===== src/rtl/lfha_pkg.sv =====
// Package for the lowest-free handle allocator: request/result types, codes and defaults.
`timescale 1ns / 1ps

package lfha_pkg;

  // Default sizing
  localparam int PROCESS_ENTRIES_DEF   = 8;
  localparam int SLOTS_PER_PROCESS_DEF = 64;
  localparam int FIRST_HANDLE_DEF      = 3;

  // Log2 of the widest occupancy row that the free-slot search handles in one cycle
  localparam int ROW_BITS_MAX = 5;

  typedef enum logic [0:0] {
    OP_ALLOC   = 1'b0,
    OP_RELEASE = 1'b1
  } op_t;

  typedef enum logic [1:0] {
    STATUS_OK         = 2'd0,
    STATUS_NOT_FOUND  = 2'd1,
    STATUS_BAD_PARAMS = 2'd2,
    STATUS_FULL       = 2'd3
  } status_t;

  typedef enum logic [1:0] {
    S_IDLE,
    S_ENTRY,
    S_ROW,
    S_DONE
  } state_t;

  typedef struct packed {
    op_t         operation;
    logic [15:0] process_id;
    logic [15:0] fs_id;
    logic [15:0] handle;
  } req_t;

  typedef struct packed {
    logic [6:0] new_handle;
    status_t    status;
  } rsp_t;

endpackage


===== src/rtl/lowest_free_handle_allocator.sv =====
// Top level of the lowest-free handle allocator: request sequencer and result register.
`timescale 1ns / 1ps

// Channel   Ports                 Direction  Transfer
// request   start, busy, in_req   in         start high while busy low
// result    out_valid, out_rsp    out        one cycle strobe, always taken
//
// After reset the occupancy map is swept one row a cycle over all
// 2**(entry bits + row bits) rows (16 with the defaults); busy stays high.
// Before the next accept a request reads k entries until the process entry
// is found or claimed, then searches r occupancy rows.
// Entry lookup reads one entry a cycle; the free-slot search covers one row
// of up to 32 slots a cycle. Early rejects skip the lookup and go to the result.
// The result strobe is high exactly one cycle; the receiver cannot stall it.

module lowest_free_handle_allocator #(
  parameter int PROCESS_ENTRIES   = lfha_pkg::PROCESS_ENTRIES_DEF,
  parameter int SLOTS_PER_PROCESS = lfha_pkg::SLOTS_PER_PROCESS_DEF,
  parameter int FIRST_HANDLE      = lfha_pkg::FIRST_HANDLE_DEF
) (
  input  logic           clk,
  input  logic           rst_n,
  input  logic           start,
  output logic           busy,
  input  lfha_pkg::req_t in_req,
  output logic           out_valid,
  output lfha_pkg::rsp_t out_rsp
);

  // Slot and row geometry
  localparam int SW        = $clog2(SLOTS_PER_PROCESS);
  localparam int CW        = (SW < lfha_pkg::ROW_BITS_MAX) ? SW : lfha_pkg::ROW_BITS_MAX;
  localparam int ROW_W     = 2 ** CW;
  localparam int ROWS      = (SLOTS_PER_PROCESS + ROW_W - 1) / ROW_W;
  localparam int RB        = (ROWS > 1) ? $clog2(ROWS) : 1;
  localparam int EW        = (PROCESS_ENTRIES > 1) ? $clog2(PROCESS_ENTRIES) : 1;
  localparam int AW        = EW + RB;
  localparam int LAST_BITS = SLOTS_PER_PROCESS - (ROWS - 1) * ROW_W;
  localparam longint unsigned LAST_ONES = (64'd1 << LAST_BITS) - 64'd1;
  localparam logic [ROW_W-1:0] PAD_MASK = ~ROW_W'(LAST_ONES);
  localparam logic [EW-1:0] LAST_ENTRY  = EW'(PROCESS_ENTRIES - 1);
  localparam logic [RB-1:0] LAST_ROW    = RB'(ROWS - 1);

  lfha_pkg::state_t state_r, state_nxt;

  // Request registers
  lfha_pkg::op_t op_r, op_nxt;
  logic [15:0]   pid_r, pid_nxt;
  logic          bad_h_r, bad_h_nxt;
  logic [SW-1:0] slot_r, slot_nxt;

  // Scan counters and result
  logic [EW-1:0]  e_cnt_r, e_cnt_nxt;
  logic [RB-1:0]  r_cnt_r, r_cnt_nxt;
  lfha_pkg::rsp_t rsp_r, rsp_nxt;

  // Table and map interfaces
  logic             ent_wr_en;
  logic [15:0]      ent_owner;
  logic             map_wr_en;
  logic [ROW_W-1:0] map_wr_data;
  logic [ROW_W-1:0] map_rd_data;
  logic             clr_busy;
  logic [ROW_W-1:0] row_word;
  logic             row_full;
  logic [CW-1:0]    free_idx;

  // Decisions used by the control blocks
  logic          accept;
  logic          early_reject;
  logic          ent_match;
  logic          ent_free;
  logic [16:0]   h_off;
  logic          h_bad;
  logic [ROW_W-1:0] slot_bit;
  logic [16:0]   handle_sum;

  assign accept   = start && !busy;
  assign busy     = (state_r != lfha_pkg::S_IDLE) || clr_busy;
  assign out_valid = (state_r == lfha_pkg::S_DONE);
  assign out_rsp  = rsp_r;

  assign early_reject = (in_req.operation == lfha_pkg::OP_ALLOC)
                        ? ((in_req.process_id == 16'd0) || (in_req.fs_id == 16'd0))
                        : (in_req.process_id == 16'd0);

  // Offset of the handle from the first handle; a borrow means below range
  assign h_off = {1'b0, in_req.handle} - 17'(FIRST_HANDLE);
  assign h_bad = h_off[16] || (h_off[15:0] >= 16'(SLOTS_PER_PROCESS));

  assign ent_match = (ent_owner == pid_r);
  assign ent_free  = (ent_owner == 16'd0);

  // Padding bits past the last slot count as used
  assign row_word = map_rd_data | ((r_cnt_r == LAST_ROW) ? PAD_MASK : '0);
  assign slot_bit = ROW_W'(1) << slot_r[CW-1:0];
  assign handle_sum = 17'({r_cnt_r, free_idx}) + 17'(FIRST_HANDLE);

  lfha_ent_tbl #(
    .ENT_AW(EW)
  ) u_ent_tbl (
    .clk      (clk),
    .rst_n    (rst_n),
    .wr_en    (ent_wr_en),
    .wr_addr  (e_cnt_r),
    .wr_owner (pid_r),
    .rd_addr  (e_cnt_nxt),
    .rd_owner (ent_owner)
  );

  lfha_slot_map #(
    .AW   (AW),
    .ROW_W(ROW_W)
  ) u_slot_map (
    .clk      (clk),
    .rst_n    (rst_n),
    .wr_en    (map_wr_en),
    .wr_addr  ({e_cnt_r, r_cnt_r}),
    .wr_data  (map_wr_data),
    .rd_addr  ({e_cnt_nxt, r_cnt_nxt}),
    .rd_data  (map_rd_data),
    .clr_busy (clr_busy)
  );

  lfha_pri_enc #(
    .ROW_W(ROW_W),
    .IDX_W(CW)
  ) u_pri_enc (
    .row  (row_word),
    .full (row_full),
    .idx  (free_idx)
  );

  // Next state
  always_comb begin
    state_nxt = state_r;
    unique case (state_r)
      lfha_pkg::S_IDLE: begin
        if (accept) begin
          state_nxt = early_reject ? lfha_pkg::S_DONE : lfha_pkg::S_ENTRY;
        end
      end
      lfha_pkg::S_ENTRY: begin
        if (ent_match) begin
          state_nxt = ((op_r == lfha_pkg::OP_RELEASE) && bad_h_r)
                      ? lfha_pkg::S_DONE : lfha_pkg::S_ROW;
        end else if (ent_free) begin
          state_nxt = (op_r == lfha_pkg::OP_ALLOC) ? lfha_pkg::S_ROW : lfha_pkg::S_DONE;
        end else if (e_cnt_r == LAST_ENTRY) begin
          state_nxt = lfha_pkg::S_DONE;
        end
      end
      lfha_pkg::S_ROW: begin
        if ((op_r == lfha_pkg::OP_RELEASE) || !row_full || (r_cnt_r == LAST_ROW)) begin
          state_nxt = lfha_pkg::S_DONE;
        end
      end
      lfha_pkg::S_DONE: begin
        state_nxt = lfha_pkg::S_IDLE;
      end
      default: begin
        state_nxt = lfha_pkg::S_IDLE;
      end
    endcase
  end

  // Datapath control and result
  always_comb begin
    op_nxt      = op_r;
    pid_nxt     = pid_r;
    bad_h_nxt   = bad_h_r;
    slot_nxt    = slot_r;
    e_cnt_nxt   = e_cnt_r;
    r_cnt_nxt   = r_cnt_r;
    rsp_nxt     = rsp_r;
    ent_wr_en   = 1'b0;
    map_wr_en   = 1'b0;
    map_wr_data = map_rd_data;
    unique case (state_r)
      lfha_pkg::S_IDLE: begin
        // Latch the request and start the entry lookup at entry zero
        e_cnt_nxt = '0;
        r_cnt_nxt = '0;
        if (accept) begin
          op_nxt     = in_req.operation;
          pid_nxt    = in_req.process_id;
          bad_h_nxt  = h_bad;
          slot_nxt   = h_off[SW-1:0];
          rsp_nxt.new_handle = 7'd0;
          rsp_nxt.status = (in_req.operation == lfha_pkg::OP_ALLOC)
                           ? lfha_pkg::STATUS_BAD_PARAMS : lfha_pkg::STATUS_NOT_FOUND;
        end
      end
      lfha_pkg::S_ENTRY: begin
        rsp_nxt.new_handle = 7'd0;
        if (ent_match) begin
          // Found: open the first row, or the row that holds the released slot
          rsp_nxt.status = lfha_pkg::STATUS_BAD_PARAMS;
          r_cnt_nxt = (op_r == lfha_pkg::OP_RELEASE) ? RB'(slot_r >> CW) : '0;
        end else if (ent_free) begin
          // Unused entry: claim it on allocate, otherwise the process is unknown
          rsp_nxt.status = lfha_pkg::STATUS_NOT_FOUND;
          ent_wr_en = (op_r == lfha_pkg::OP_ALLOC);
          r_cnt_nxt = '0;
        end else if (e_cnt_r == LAST_ENTRY) begin
          rsp_nxt.status = (op_r == lfha_pkg::OP_ALLOC)
                           ? lfha_pkg::STATUS_FULL : lfha_pkg::STATUS_NOT_FOUND;
        end else begin
          e_cnt_nxt = e_cnt_r + EW'(1);
        end
      end
      lfha_pkg::S_ROW: begin
        if (op_r == lfha_pkg::OP_RELEASE) begin
          // Drop the slot; a free slot stays free
          map_wr_en   = 1'b1;
          map_wr_data = map_rd_data & ~slot_bit;
          rsp_nxt.new_handle = 7'd0;
          rsp_nxt.status     = lfha_pkg::STATUS_OK;
        end else if (!row_full) begin
          // Claim the lowest free slot of this row
          map_wr_en   = 1'b1;
          map_wr_data = map_rd_data | (ROW_W'(1) << free_idx);
          rsp_nxt.new_handle = handle_sum[6:0];
          rsp_nxt.status     = lfha_pkg::STATUS_OK;
        end else if (r_cnt_r == LAST_ROW) begin
          rsp_nxt.new_handle = 7'd0;
          rsp_nxt.status     = lfha_pkg::STATUS_FULL;
        end else begin
          r_cnt_nxt = r_cnt_r + RB'(1);
        end
      end
      lfha_pkg::S_DONE: begin
        e_cnt_nxt = '0;
        r_cnt_nxt = '0;
      end
      default: begin
        e_cnt_nxt = '0;
        r_cnt_nxt = '0;
      end
    endcase
  end

  // Control registers
  always_ff @(posedge clk) begin
    if (!rst_n) begin
      state_r <= lfha_pkg::S_IDLE;
      e_cnt_r <= '0;
      r_cnt_r <= '0;
    end else begin
      state_r <= state_nxt;
      e_cnt_r <= e_cnt_nxt;
      r_cnt_r <= r_cnt_nxt;
    end
  end

  // Payload registers
  always_ff @(posedge clk) begin
    op_r    <= op_nxt;
    pid_r   <= pid_nxt;
    bad_h_r <= bad_h_nxt;
    slot_r  <= slot_nxt;
    rsp_r   <= rsp_nxt;
  end

endmodule


===== src/rtl/lfha_pri_enc.sv =====
// Lowest-zero finder over one occupancy row: the free-slot search unit.
`timescale 1ns / 1ps

module lfha_pri_enc #(
  parameter int ROW_W = 32,
  parameter int IDX_W = 5
) (
  input  logic [ROW_W-1:0] row,
  output logic             full,
  output logic [IDX_W-1:0] idx
);

  // Row has no free bit
  assign full = &row;

  // Pick the lowest clear bit; scan from the top so the lowest wins
  always_comb begin
    idx = '0;
    for (int i = ROW_W - 1; i >= 0; i--) begin
      if (!row[i]) begin
        idx = IDX_W'(i);
      end
    end
  end

endmodule


===== src/rtl/lfha_ent_tbl.sv =====
// Process entry table: owner memory with registered read and per-entry valid bits.
`timescale 1ns / 1ps

module lfha_ent_tbl #(
  parameter int ENT_AW = 3
) (
  input  logic              clk,
  input  logic              rst_n,
  input  logic              wr_en,
  input  logic [ENT_AW-1:0] wr_addr,
  input  logic [15:0]       wr_owner,
  input  logic [ENT_AW-1:0] rd_addr,
  output logic [15:0]       rd_owner
);

  localparam int DEPTH = 2 ** ENT_AW;

  logic [15:0]      owner_mem [DEPTH];
  logic [DEPTH-1:0] vld_r;
  logic [15:0]      rd_data_r;
  logic             rd_vld_r;

  // Mark claimed entries; reset frees them all at once
  always_ff @(posedge clk) begin
    if (!rst_n) begin
      vld_r    <= '0;
      rd_vld_r <= 1'b0;
    end else begin
      if (wr_en) begin
        vld_r[wr_addr] <= 1'b1;
      end
      rd_vld_r <= vld_r[rd_addr];
    end
  end

  // Write owner, read owner registered
  always_ff @(posedge clk) begin
    if (wr_en) begin
      owner_mem[wr_addr] <= wr_owner;
    end
    rd_data_r <= owner_mem[rd_addr];
  end

  // An entry never claimed reads as unused
  assign rd_owner = rd_vld_r ? rd_data_r : 16'd0;

endmodule


===== src/rtl/lfha_slot_map.sv =====
// Slot occupancy map: one bit per slot in rows, registered read, cleared by a sweep after reset.
`timescale 1ns / 1ps

module lfha_slot_map #(
  parameter int AW    = 4,
  parameter int ROW_W = 32
) (
  input  logic             clk,
  input  logic             rst_n,
  input  logic             wr_en,
  input  logic [AW-1:0]    wr_addr,
  input  logic [ROW_W-1:0] wr_data,
  input  logic [AW-1:0]    rd_addr,
  output logic [ROW_W-1:0] rd_data,
  output logic             clr_busy
);

  localparam int DEPTH = 2 ** AW;

  logic [ROW_W-1:0] row_mem [DEPTH];
  logic [ROW_W-1:0] rd_data_r;
  logic [AW:0]      clr_cnt_r;
  logic [AW:0]      clr_cnt_nxt;

  // Sweep every row once after reset
  assign clr_busy    = !clr_cnt_r[AW];
  assign clr_cnt_nxt = clr_busy ? clr_cnt_r + (AW + 1)'(1) : clr_cnt_r;

  always_ff @(posedge clk) begin
    if (!rst_n) begin
      clr_cnt_r <= '0;
    end else begin
      clr_cnt_r <= clr_cnt_nxt;
    end
  end

  // Clear or update a row, read a row registered
  always_ff @(posedge clk) begin
    if (clr_busy) begin
      row_mem[clr_cnt_r[AW-1:0]] <= '0;
    end else if (wr_en) begin
      row_mem[wr_addr] <= wr_data;
    end
    rd_data_r <= row_mem[rd_addr];
  end

  assign rd_data = rd_data_r;

endmodule


===== config.mk =====
export PLATFORM = sky130hd
export DESIGN_NAME = lowest_free_handle_allocator
export DESIGN_NICKNAME = d
export VERILOG_FILES = /design/src/rtl/lfha_pkg.sv /design/src/rtl/lowest_free_handle_allocator.sv /design/src/rtl/lfha_pri_enc.sv /design/src/rtl/lfha_ent_tbl.sv /design/src/rtl/lfha_slot_map.sv
export SDC_FILE = /design/constraint.sdc
export NUM_CORES = 1
export LEC_CHECK = 0
export ABC_AREA = 1
export BUFFER_PORTS_ARGS = -buffer_cell sky130_fd_sc_hd__buf_2
export CORE_ASPECT_RATIO = 1.5
export CORE_MARGIN = 8
export CORE_UTILIZATION = 40
export CTS_BUF_LIST = sky130_fd_sc_hd__clkbuf_8 sky130_fd_sc_hd__clkbuf_16
export DETAILED_ROUTE_END_ITERATION = 7
export HOLD_SLACK_MARGIN = 0.02
export SLEW_MARGIN = 15
export SYNTH_ARGS = -nofsm -noshare
export SYNTH_HDL_FRONTEND = slang
export SYNTH_HIERARCHICAL = 1
export SYNTH_SLANG_ARGS = --single-unit

===== constraint.sdc =====
create_clock -name clk -period 4.05 [get_ports clk]
set_clock_uncertainty 0.15 [all_clocks]
set_input_delay 0.2025 -clock clk [delete_from_list [all_inputs] [get_ports clk]]
set_output_delay 0.2025 -clock clk [all_outputs]
set_load 0.01 [all_outputs]

== Word-level counts from Yosys, hierarchy flattened ==
Memory sizes are Yosys's and may differ from the RTL's. A register that Yosys moved wholly into a read port is not among the register bits.
Index checks and enable logic that the tools add are counted.

* Register bits after elaboration: 53
* Memory bits (writable): 640
* Input port bits: 52
* Output and inout bits: 11
* Word-level logic and storage cells: 151
* Memories kept: 2

{| class="wikitable"
|+ Memory list
! memory !! words !! bits a word !! rd ports !! clocked after memory_dff !! write ports !! RTL line !! source
|-
| u_slot_map.row_mem || 16 || 32 || 1 || 1 || 1 || lfha_slot_map.sv:20 || <nowiki>logic [ROW_W-1:0] row_mem [DEPTH];</nowiki>
|-
| u_ent_tbl.owner_mem || 8 || 16 || 1 || 1 || 1 || lfha_ent_tbl.sv:18 || <nowiki>logic [15:0] owner_mem [DEPTH];</nowiki>
|}

* Add/sub/neg operators: 5
* Magnitude comparators: 4
* Eq/ne operators: 9
* Shift-type cells: 2
* Multiplexer cells: 87
* Bitwise operators: 5
* Reductions and logical operators: 24

{| class="wikitable"
|+ Operator list
! cell !! number
|-
| 5-bit 2-to-1 mux || 33
|-
| 32-bit 2-to-1 mux || 4
|-
| 1-bit by 5-bit left shift with 32-bit output (first input constant) || 2
|-
| 16-bit zero test || 3
|-
| 9-bit 2-to-1 mux || 4
|-
| 32-bit AND || 1
|-
| 32-bit inverter || 1
|-
| 32-bit bitwise OR || 1
|-
| 32-bit AND reduction || 1
|-
| 32-bit OR reduction || 1
|-
| 9-bit one-hot mux with 3 select lines || 1
|-
| 1-bit 2-to-1 mux || 24
|-
| 2-bit 2-to-1 mux || 11
|-
| 16-bit by 2-bit subtractor with 17-bit output (second input constant) || 1
|-
| 16-bit equality test || 1
|-
| 16-bit by 7-bit greater-or-equal comparator with 1-bit output (second input constant) || 1
|-
| 16-bit 2-to-1 mux || 1
|-
| 3-bit 2-to-1 mux || 3
|-
| 3-bit by 4-bit less-than comparator with 1-bit output (second input constant) || 2
|-
| 4-bit inequality test (second input constant) || 2
|-
| 8-bit bitwise OR || 1
|-
| 2-bit one-hot mux with 4 select lines || 1
|-
| 6-bit by 2-bit adder with 7-bit output (second input constant) || 1
|-
| 3-bit one-hot mux with 2 select lines || 1
|-
| 23 further kinds || 34
|}

== Logic depth before layout (Yosys ltp) ==
Gate-level depths: netlist of run 1.

* Depth in word-level cells: 38
* Gate-level depth with buffers: 39
* Mapped depth without buffers: 39

== By module ==
Netlist of run 1, hierarchy kept.

{| class="wikitable"
|+ Modules (own cells, without submodules)
! module !! times used !! cells an instance !! area an instance (µm²)
|-
| lfha_slot_map || 1 || 2224 || 23216.0
|-
| lfha_ent_tbl || 1 || 548 || 6007.0
|-
| lowest_free_handle_allocator || 1 || 460 || 3145.5
|-
| lfha_pri_enc || 1 || 80 || 339.1
|}

== Worst setup path before layout of run 1 ==
Ideal clock, no wire load.

* Kind: flip-flop to flip-flop
* Start: reg u_slot_map.rd_data_r[7], in the netlist u_slot_map/rd_data[7] (read register of u_slot_map.row_mem)
* End: mem u_slot_map.row_mem[4][0] (enable)
* Library setup time: 421 ps
* Arrival: 3397 ps
* Required time: 3479 ps
* Path slack: 82 ps
* Stages on the path, launching flop included: 15
* Path buffers: 1
* Path through: dfxtp_1 -> nand2_1 -> nor2_1 -> inv_1 -> or3_1 -> nor3_1 -> inv_1 -> nor2_1 -> nor2_1 -> nand2_1 -> buf_6 -> nand2_1 -> o21ai_1 -> nand3_1 -> nor2_1

* Cells in the longest elaborated chain, start to end: 9
* Elaborated cells between the ends (all ways): 10
* Those cells by class: mux (8); reduce/logical (2)

{| class="wikitable"
|+ Ends and longest elaborated chain
! item !! RTL line !! source
|-
| from (decl) || lfha_slot_map.sv:21 || <nowiki>logic [ROW_W-1:0] rd_data_r;</nowiki>
|-
| 32-bit AND reduction (*) || lfha_pri_enc.sv:14 || <nowiki>assign full = &row;</nowiki>
|-
| net row_full || lowest_free_handle_allocator.sv:65 || <nowiki>logic row_full;</nowiki>
|-
| 1-bit 2-to-1 mux (*) || lowest_free_handle_allocator.sv:219 || <nowiki>end else if (!row_full) begin</nowiki>
|-
| 1-bit 2-to-1 mux (*) || lowest_free_handle_allocator.sv:213 || <nowiki>if (op_r == lfha_pkg::OP_RELEASE) begin</nowiki>
|-
| 1-bit 2-to-1 mux (*) || lowest_free_handle_allocator.sv:179 || <nowiki>unique case (state_r)</nowiki>
|-
| net map_wr_en || lowest_free_handle_allocator.sv:60 || <nowiki>logic map_wr_en;</nowiki>
|-
| 1-bit 2-to-1 mux (*) || lfha_slot_map.sv:41 || <nowiki>end else if (wr_en) begin</nowiki>
|-
| 1-bit 2-to-1 mux (*) || lfha_slot_map.sv:39 || <nowiki>if (clr_busy) begin</nowiki>
|-
| 1-bit 2-to-1 mux (not written as such) (*) || lfha_slot_map.sv:42 || <nowiki>row_mem[wr_addr] <= wr_data;</nowiki>
|-
| 32-bit OR reduction (no source line) || - ||
|-
| 4-bit 2-to-1 mux (no source line) / 1-bit 2-to-1 mux (equally long branches) || - ||
|-
| to (decl) || lfha_slot_map.sv:20 ||
|}

The timed path passes the listed nets; every way through them passes the cells marked *.

== Worst setup path after layout of run 1 ==
* Start: reg u_slot_map.rd_data_r[6], in the netlist u_slot_map/rd_data[6] (read register of u_slot_map.row_mem)
* End: mem u_slot_map.row_mem[8][0] (enable)

Same word-level chain as after synthesis.

==> results.json, run 1 <==
{
  "fin_crit_ns": 3.71,
  "layout-drive-gt1-share": 0.0986,
  "dp.cells": 4387,
  "antenna_found_initial": 0,
  "firstDrtPassIters": 6,
  "cts_inserted_buffers": 71,
  "synth_seq_cells": 741,
  "clk_pin_slew_ns": 0.07,
  "critPathLaunchType": "flop",
  "grt_max_degree": 124,
  "htree_levels": 3,
  "slew_headroom": 0.422,
  "area_growth_pct": 14.4,
  "root_buffer": "clkbuf_16",
  "critPathMaxFanout": 20,
  "diodes": 0,
  "synth-edff-count": 673,
  "ys_top_cells_by_area": "edfxtp_1 (62%), nand2_1 (11%), nand3_1 (6.3%)",
  "vdd_ir_drop_max_mv": 0.278,
  "synth.most_common_cell": "nand2_1",
  "path_cells": "nand2_1 > nor2_1 > inv_1 > or3_1 > nor3_1 > inv_1 > nor2_1 > nor2_1 > nand2_2 > o21ai_0 > inv_1 > nand3_1 > nor2_4 > buf_4",
  "leakage_nw": 16.0,
  "yosysTopAreaCell": "edfxtp_1",
  "synth_compound_area_frac": 0.0271,
  "via_per_inst": 5.01,
  "portBuffers": 62,
  "worst_ep_arrival_time_ns": 3.81,
  "synth_cell_types": 46,
  "maxSlewViolCount": 0,
  "wl_met2_mm": 45.2,
  "die_height_um": 366,
  "synth_top_area_share": 0.618,
  "dpl_cell_area_um2": 34700,
  "synthCells": 3312,
  "ys_warn_count": 6,
  "dpl.hpwl_mm": 50.9,
  "m1WireLength_mm": 34.1,
  "die_width_um": 249,
  "power.density_nw_per_um2": 518,
  "yosys.area_share.simple": 0.214,
  "syn_nets": 3377,
  "synth_top_family_by_area": "simple AND/OR/NAND/NOR gates",
  "rows": 128,
  "cap_viol_max_count": 0,
  "hold_violations": 0,
  "rsz0062_at_grt": "yes",
  "async_reset_ff_frac": 0,
  "finalCritPeriodShare": 0.915,
  "hold_class": "input pin to flop",
  "grt_pass1_vias": 21702,
  "gr-usage-all-layers": 0.186,
  "tightest_slew_ns": 0.860,
  "slowest_delay_ns": 0.44,
  "num_vias": 22779,
  "crit_slowest_cell": "buf_4",
  "postRouteAntennaNets": 0,
  "insertion_delay_ns": 0.63,
  "fp.dieArea_um2": 91400,
  "worstSetupPathType": "flop to flop",
  "cts_tree": "built",
  "cp_data_required_time_ns": 4.15,
  "status": "complete, no violations",
  "final_nets": 3517,
  "finalInstanceArea_um2": 37400,
  "yosysSeqAreaShare": 0.660,
  "crit_path_end_kind": "flop",
  "drc": 0,
  "place_congestion": 0.909,
  "synthMuxAreaShare": 0.000306,
  "start_util": 0.404,
  "netlist_top_cells_count": "nand2_1 (938), edfxtp_1 (673), inv_1 (544)",
  "power_mw": 19.4,
  "drtIter0Drc": 1791,
  "cts.path.max_buffers": 3,
  "post_synth.cell_area_avg_um2": 9.88,
  "met3WireLength_mm": 4.56,
  "setup_violations": 0,
  "gr-total-overflow": 0,
  "post_drt_wl_per_cell_um": 19.2,
  "drt_wl_total_mm": 87.3,
  "synth_xor_xnor_area_share": 0.00187,
  "ios": 63,
  "fmax_mhz": 270,
  "clkSinkCount": 741,
  "final_cell_count_no_fill": 4549,
  "syn_area_um2": 32700,
  "grt_pass1_wl_mm": 131,
  "synthFlopType": "edfxtp_1",
  "top_layer": "met4",
  "core_area_um2": 81000,
  "synth-adder-area-share": 0.00497
}
==> layer usage <==
layer,track usage,vias up
met5,0,-
met3,0.0256,187
met4,0.0769,0
li1,-,10974
met2,0.340,632
met1,0.218,10986
==> report_power, final <==
part / leakage [nW] / switching [mW] / internal, mW / total (mW)
clock: 1.17 / 2.84 / 3.71 / 6.55
sequential: 6.12 / 0.259 / 8.71 / 8.97
combinational: 8.74 / 2.62 / 1.28 / 3.89
total: 16.0 / 5.72 / 13.7 / 19.4
==> path summary, 6_finish.rpt <==
| check | from | end | slack [ns] | cells past startpoint |
|---|---|---|---|---|
| max | u_slot_map/rd_data[6]$_DFF_P_ | u_slot_map/row_mem[8][0]$_DFFE_PP_ | 0.34 | 14 |
| min | start | state_r[0]$_SDFFE_PN0P_ | 0.06 | 7 |
| max reg2reg | u_slot_map/rd_data[6]$_DFF_P_ | u_slot_map/row_mem[8][0]$_DFFE_PP_ | 0.34 | 14 |
| min reg2reg | u_ent_tbl/vld_r[0]$_SDFFE_PN0P_ | u_ent_tbl/vld_r[0]$_SDFFE_PN0P_ | 0.31 | 2 |
==> cell families (layout without fill, tap and decap cells) <==
logic type | Yosys count | count (layout)
simple gates | 1681 | 1681
flops | 741 | 741
buf+inv | 701 | 898
compound gates | 168 | 168
fa+ha+maj | 13 | 13
xor+xnor | 7 | 7
mux | 1 | 1
==> sequential cells by signal, summed over array words and instances (netlist names) <==
register and cells:
u_slot_map/row_mem 512, bad_h_r 1, r_cnt_r 1, u_ent_tbl/rd_vld_r 1
e_cnt_r 3, u_slot_map/rd_data 32, op_r 1, slot_r 6
u_ent_tbl/rd_data_r 16, u_ent_tbl/vld_r 8, pid_r 16, out_rsp 9
state_r 2, u_slot_map/clr_cnt_r 5, u_ent_tbl/owner_mem 128
==> area by class of cell <==
cell class	instances	area (um^2)
fillers	7475	43600
flip-flops and latches	741	21600
multi-input cells	1870	8360
inverters	552	2080
repair buffers	216	1840
clock buffers	73	1820
well taps	1040	1300
clock inverters	57	457
==> through the flow <==
step,TNS [ns],setup WS [ns],utilization,hold slack (ns)
after floorplan,0,0.0823,-,0.151
after global placement,0,0.0228,0.428,0.247
after detailed placement,0,0.0573,0.428,0.248
after CTS,0,0.0217,0.460,0.0250
after global routing,-5.14,-0.0892,0.462,0.0766
final,0,0.343,0.462,0.0603
==> cell usage in the layout (no fill, tap or decap), types with 7 or more instances in the layout <==
cell type | netlist | layout
clkinv_1 | 1 | 15
buf_2 | 51 | 62
inv_1 | 544 | 559
nor2_1 | 264 | 235
nor3_1 | 24 | 20
nand3_1 | 414 | 414
clkbuf_16 | 0 | 72
clkinv_2 | 0 | 7
o21ai_1 | 37 | 37
inv_2 | 6 | 9
nor2_4 | 2 | 26
nor4_1 | 7 | 7
edfxtp_1 | 673 | 673
nand2_1 | 938 | 934
o21ai_0 | 43 | 43
nand4_1 | 17 | 17
buf_4 | 35 | 93
buf_12 | 1 | 22
nor2_2 | 3 | 8
a21oi_1 | 70 | 69
bufinv_16 | 0 | 7
dlygate4sd3_1 | 0 | 29
dfxtp_1 | 68 | 68
buf_6 | 23 | 8
ha_1 | 13 | 13
==> repair_timing <==
item	in CTS	in global routing
hold buffers	29	0
gates resized for setup	0	37
buffers inserted	0	1
endpoints found under the setup margin	0	342
endpoints found under the hold margin	46	0
==> critical path, delay by kind of cell, from the launching register on <==
family | cells | cell delay [ns]
buffers and inverters | 4 | 0.74
AND/OR/NAND/NOR | 9 | 1.83
flip-flops | 1 | 0.41
AO/OA/AOI/OAI | 1 | 0.15
No activity file was read; power rests on OpenSTA's default activity.
==> run 2: changes to the inputs <==
--- a/config.mk
+++ b/config.mk
@@ -8,7 +8,7 @@
 export ABC_AREA = 1
 export BUFFER_PORTS_ARGS = -buffer_cell sky130_fd_sc_hd__buf_2
 export CORE_ASPECT_RATIO = 1.5
-export CORE_MARGIN = 8
+export CORE_MARGIN = 2
 export CORE_UTILIZATION = 40
 export CTS_BUF_LIST = sky130_fd_sc_hd__clkbuf_8 sky130_fd_sc_hd__clkbuf_16
 export DETAILED_ROUTE_END_ITERATION = 7
==> run 2 against run 1 <==
- global-route usage up 1.9 points
- register-to-register slack about the same
- total power down 1.6%
- worst setup slack worse by 0.013 ns
- critical path depth unchanged
- sequential power about the same
- highest routed layer is now met5
==> results.json, run 2 (synthesis results as in run 1) <==
{
  "status": "complete, no violations",
  "path_cells": "nand2_1 > nor2_1 > inv_1 > or3_1 > nor3_1 > inv_1 > nor2_1 > nor2_1 > nand2_1 > o21ai_0 > inv_1 > nand3_1 > nor2_4 > buf_4",
  "rsz0062_at_grt": "yes",
  "crit_family": "simple AND/OR/NAND/NOR gates",
  "setup_violations": 0,
  "antenna_found_initial": 1,
  "place_congestion": 0.923,
  "cap_viol_max_count": 0,
  "final_nets": 3521,
  "grt_max_degree": 118,
  "critPathMaxFanout": 13,
  "p_comb_frac": 0.211,
  "rows": 128,
  "grt_pass1_vias": 21772,
  "slew_headroom": 0.395,
  "reg2reg_depth": 14,
  "via_per_inst": 5.01,
  "clkSinkCount": 741,
  "clk_pin_slew_ns": 0.06,
  "regMostFlops": "u_slot_map/row_mem",
  "htree_levels": 3,
  "insertion_delay_ns": 0.62,
  "fp.dieArea_um2": 84100,
  "hold_violations": 0,
  "portBuffers": 62,
  "post_drt_wl_per_cell_um": 19.0,
  "drc": 0,
  "crit_slowest_cell": "dfxtp_1",
  "leakage_nw": 16.1,
  "power_switching_mw": 5.67,
  "start_util": 0.404,
  "crit_path_end_kind": "flop",
  "final_common_cell": "nand2_1",
  "firstDrtPassIters": 5,
  "finalCritPeriodShare": 0.919,
  "root_buffer": "clkbuf_16",
  "power_frac_seq": 0.469,
  "hold_class": "input pin to flop",
  "postRouteAntennaNets": 0,
  "ios": 63,
  "grt_pass1_wl_mm": 130,
  "drtIter0Drc": 1634,
  "dpl_cell_area_um2": 35000,
  "drt_wl_total_mm": 86.4,
  "worst-path-buf-inv": 4,
  "layout-drive-gt1-share": 0.0990,
  "fin_crit_ns": 3.72,
  "fmax_mhz": 269,
  "finalInstanceArea_um2": 37600,
  "gr-total-overflow": 0,
  "slowest_delay_ns": 0.40,
  "power_frac_clock": 0.320,
  "cts.path.max_buffers": 3,
  "maxSlewViolCount": 0,
  "cp_data_required_time_ns": 4.19,
  "area_growth_pct": 14.8,
  "dpl.hpwl_mm": 51.0,
  "crit-reg2reg-capture": "u_slot_map/row_mem[0][26]$_DFFE_PP_",
  "cts_inserted_buffers": 69,
  "hold-path-endpoint": "state_r[0]$_SDFFE_PN0P_",
  "r2r_setup_slack_ns": 0.33,
  "layout_common_cells": "nand2_1 (935), edfxtp_1 (673), inv_1 (565)",
  "num_vias": 22778,
  "die_height_um": 354,
  "power_mw": 19.1,
  "fin_ws_ns": 0.329,
  "die_width_um": 237,
  "reg2reg_from": "u_slot_map/rd_data[6]$_DFF_P_",
  "cts_tree": "built",
  "fin_setup_tns_ns": 0,
  "largest_reg_flops": 512,
  "whs_ns": 0.0759,
  "vdd_ir_drop_max_mv": 0.246,
  "hold_start": "start",
  "gr-usage-all-layers": 0.205,
  "core_area_um2": 81000,
  "critPathLaunchType": "flop",
  "worstSetupPathType": "flop to flop",
  "tightest_slew_ns": 0.901,
  "p_int_mw": 13.4,
  "power.density_nw_per_um2": 508,
  "dp_slack_ns": -0.0681,
  "swShare": 0.297,
  "holdPathStages": 7,
  "worst_ep_arrival_time_ns": 3.86
}
## run 2: cell types whose count changed in the layout (fill, tap and decap cells not counted), moves of 6 or more
cell / delta
buf_12: +20
clkinv_1: -7
buf_4: -6
buf_6: -6
bufinv_16: -6
inv_1: +6
## run 2: tightest hold or removal path, cell delays in order
cell	delay (ns)
buf_2	0.09
inv_1	0.06
nor2_2	0.05
nor2_1	0.14
nor2_2	0.08
nand3_1	0.08
a21oi_1	0.06
## run 2: power by group through the flow
stage,logic [mW],registers (mW),clock network (mW)
floorplan,2.51,9.05,0
global placement,3.94,9.11,0
detailed placement,3.95,9.11,0
CTS,3.99,8.95,6.24
global route,4.44,8.99,6.51
finish,4.02,8.96,6.12
## run 2: stage by stage
stage / std cells / utilization
finish: 4547 / 0.464
global route: 4546 / 0.464
CTS: 4545 / 0.462
detailed placement: 4395 / 0.432
global placement: 4395 / 0.432
floorplan: 3312 / -
## run 2: final cells by class
class | instances | area, um^2
clock buffer | 78 | 1880
sequential | 741 | 21600
timing repair buffer | 222 | 2120
inverter | 552 | 2080
fill | 7404 | 43500
tap | 1040 | 1300
clock inverter | 43 | 213
multi-input combinational | 1870 | 8390
antenna | 1 | 2.50
## run 2: per-layer routing
| layer | part of all wire | vias up | GRT usage |
|---|---|---|---|
| li1 | - | 10978 | - |
| met3 | 0.051 | 207 | 0.0277 |
| met5 | 0.00012 | - | 0 |
| met1 | 0.38 | 10895 | 0.235 |
| met2 | 0.52 | 696 | 0.377 |
| met4 | 0.047 | 2 | 0.0991 |
## run 2: repair_timing
action | CTS | global route
setup endpoints to repair | 32 | 353
hold buffers | 29 | 0
endpoints found under the hold margin | 46 | 0
gates resized for setup | 2 | 33
buffers inserted | 0 | 1
pin swaps | 0 | 1
## run 2: how the worst max path moves through the flow
stage                                        start                              endpoint  cells past startpoint
finish               u_slot_map/rd_data[6]$_DFF_P_   u_slot_map/row_mem[0][26]$_DFFE_PP_                     14
global route        u_slot_map/rd_data[30]$_DFF_P_  u_slot_map/row_mem[12][23]$_DFFE_PP_                     39
CTS                 u_slot_map/rd_data[31]$_DFF_P_  u_slot_map/row_mem[13][30]$_DFFE_PP_                     39
detailed placement  u_slot_map/rd_data[31]$_DFF_P_   u_slot_map/row_mem[9][22]$_DFFE_PP_                     39
global placement    u_slot_map/rd_data[31]$_DFF_P_  u_slot_map/row_mem[14][22]$_DFFE_PP_                     39
floorplan            u_slot_map/rd_data[7]$_DFF_P_    u_slot_map/row_mem[4][0]$_DFFE_PP_                     14
==> run 3: changes to the inputs <==
==> constraint.sdc (replaced) <==
create_clock -name clk -period 4.05 [get_ports clk]
set_clock_uncertainty 0.15 [all_clocks]
set_input_delay 0 -clock clk [delete_from_list [all_inputs] [get_ports clk]]
set_output_delay 0 -clock clk [all_outputs]
set_load 0.01 [all_outputs]
==> run 3 against run 2 <==
- clock-buffer cell count did not move
- total power barely moved
- core utilization rose by 0.19 points
- register-to-register slack about the same
- first-iteration DRC count is 1.6% higher
- highest routed layer unchanged
- sequential power about the same
==> results.json, run 3 (synthesis results as in run 1) <==
{
  "hold_class": "input pin to flop",
  "cts_inserted_buffers": 69,
  "layout-drive-gt1-share": 0.0982,
  "layout_common_cells": "nand2_1 (935), edfxtp_1 (673), inv_1 (565)",
  "setup_violations": 0,
  "clkSinkCount": 741,
  "num_vias": 22860,
  "finalCritPeriodShare": 0.916,
  "cp_data_required_time_ns": 4.19,
  "reg2reg_depth": 14,
  "maxSlewViolCount": 0,
  "clk_pin_slew_ns": 0.06,
  "place_congestion": 0.923,
  "area_growth_pct": 15.3,
  "critPathLaunchType": "flop",
  "largest_reg_flops": 512,
  "dp_slack_ns": -0.0681,
  "grt_max_degree": 118,
  "cap_viol_max_count": 0,
  "fmax_mhz": 270,
  "gr-usage-all-layers": 0.206,
  "die_width_um": 237,
  "vdd_ir_drop_max_mv": 0.265,
  "critPathMaxFanout": 13,
  "crit_path_end_kind": "flop",
  "portBuffers": 62,
  "drtIter0Drc": 1660,
  "drc": 0,
  "rows": 128,
  "slowest_delay_ns": 0.40,
  "fin_ws_ns": 0.341,
  "start_util": 0.404,
  "path_cells": "nand2_1 > nor2_1 > inv_1 > or3_1 > nor3_1 > inv_1 > nor2_1 > nor2_1 > nand2_1 > nand2_1 > o21ai_1 > nand3_1 > nor2_4 > buf_4",
  "core_area_um2": 81000,
  "hold_violations": 0,
  "root_buffer": "clkbuf_16",
  "fin_crit_ns": 3.71,
  "final_common_cell": "nand2_1",
  "grt_pass1_wl_mm": 130,
  "insertion_delay_ns": 0.62,
  "final_nets": 3538,
  "grt_pass1_vias": 21868,
  "finalInstanceArea_um2": 37700,
  "holdPathStages": 2,
  "crit_slowest_cell": "dfxtp_1",
  "postRouteAntennaNets": 0,
  "via_per_inst": 5.01,
  "finish.utilization": 0.465,
  "firstDrtPassIters": 5,
  "worstSetupPathType": "flop to flop",
  "regMostFlops": "u_slot_map/row_mem",
  "drt_wl_total_mm": 86.5,
  "slew_headroom": 0.399,
  "ios": 63,
  "leakage_nw": 16.1,
  "post_drt_wl_per_cell_um": 19.0,
  "gr-total-overflow": 0,
  "status": "complete, no violations",
  "dpl.hpwl_mm": 51.0,
  "antenna_found_initial": 1,
  "die_height_um": 354,
  "power.density_nw_per_um2": 507,
  "whs_ns": 0.0951,
  "tightest_slew_ns": 0.894,
  "htree_levels": 3,
  "cts.path.max_buffers": 3,
  "rsz0062_at_grt": "yes",
  "dpl_cell_area_um2": 35000,
  "cts_tree": "built",
  "diodes": 0,
  "fp.dieArea_um2": 84100,
  "worst_ep_arrival_time_ns": 3.85
}
run 3: per-layer routing:
metal | track usage | up-vias | part of all wire
li1 | - | 11014 | -
met1 | 0.235 | 10923 | 0.38
met2 | 0.377 | 712 | 0.52
met3 | 0.0275 | 209 | 0.053
met4 | 0.0999 | 2 | 0.047
met5 | 0 | - | 0.00012
run 3: area by class of cell:
cell class	instances	area, um^2
timing repair buffer	239	2280
clock buffer	78	1880
sequential	741	21600
fill	7401	43300
tap	1040	1300
clock inverter	43	213
multi-input combinational	1870	8390
inverter	552	2080
run 3: through the flow:
| stage | cells | setup TNS (ns) | total power [mW] |
|---|---|---|---|
| 2_1_floorplan | 3312 | 0 | 11.6 |
| 3_3_place_gp | 4395 | -2.16 | 13.1 |
| 3_5_place_dp | 4395 | -1.97 | 13.1 |
| 4_1_cts | 4563 | 0 | 19.2 |
| 5_1_grt | 4563 | -0.729 | 20.0 |
| 6_report | 4563 | 0 | 19.1 |
run 3: timing repair:
| action | 4_1_cts | 5_1_grt |
|---|---|---|
| gates cloned | 0 | 0 |
| setup endpoints to repair | 32 | 348 |
| hold buffers | 47 | 0 |
| pin swaps | 0 | 2 |
| resized for setup | 2 | 33 |
| endpoints found under the hold margin | 79 | 0 |
| buffers inserted | 0 | 0 |
run 3: final timing paths:
path / end / slack, ns / from
max: u_slot_map/row_mem[0][26]$_DFFE_PP_ / 0.34 / u_slot_map/rd_data[6]$_DFF_P_
min: op_r$_DFFE_PP_ / 0.1 / in_req[48]
max reg2reg: u_slot_map/row_mem[0][26]$_DFFE_PP_ / 0.34 / u_slot_map/rd_data[6]$_DFF_P_
min reg2reg: u_ent_tbl/vld_r[6]$_SDFFE_PN0P_ / 0.31 / u_ent_tbl/vld_r[6]$_SDFFE_PN0P_
run 3: critical path: cells and delay by family, from the launching register on:
family / cells / cell delay (ns)
compound gates: 1 / 0.16
buf+inv: 3 / 0.50
flops: 1 / 0.40
simple gates: 10 / 2.16
run 3: where the power goes:
part	switching, mW	internal [mW]
clock network	2.74	3.38
logic	2.68	1.35
registers	0.252	8.71
total	5.68	13.4
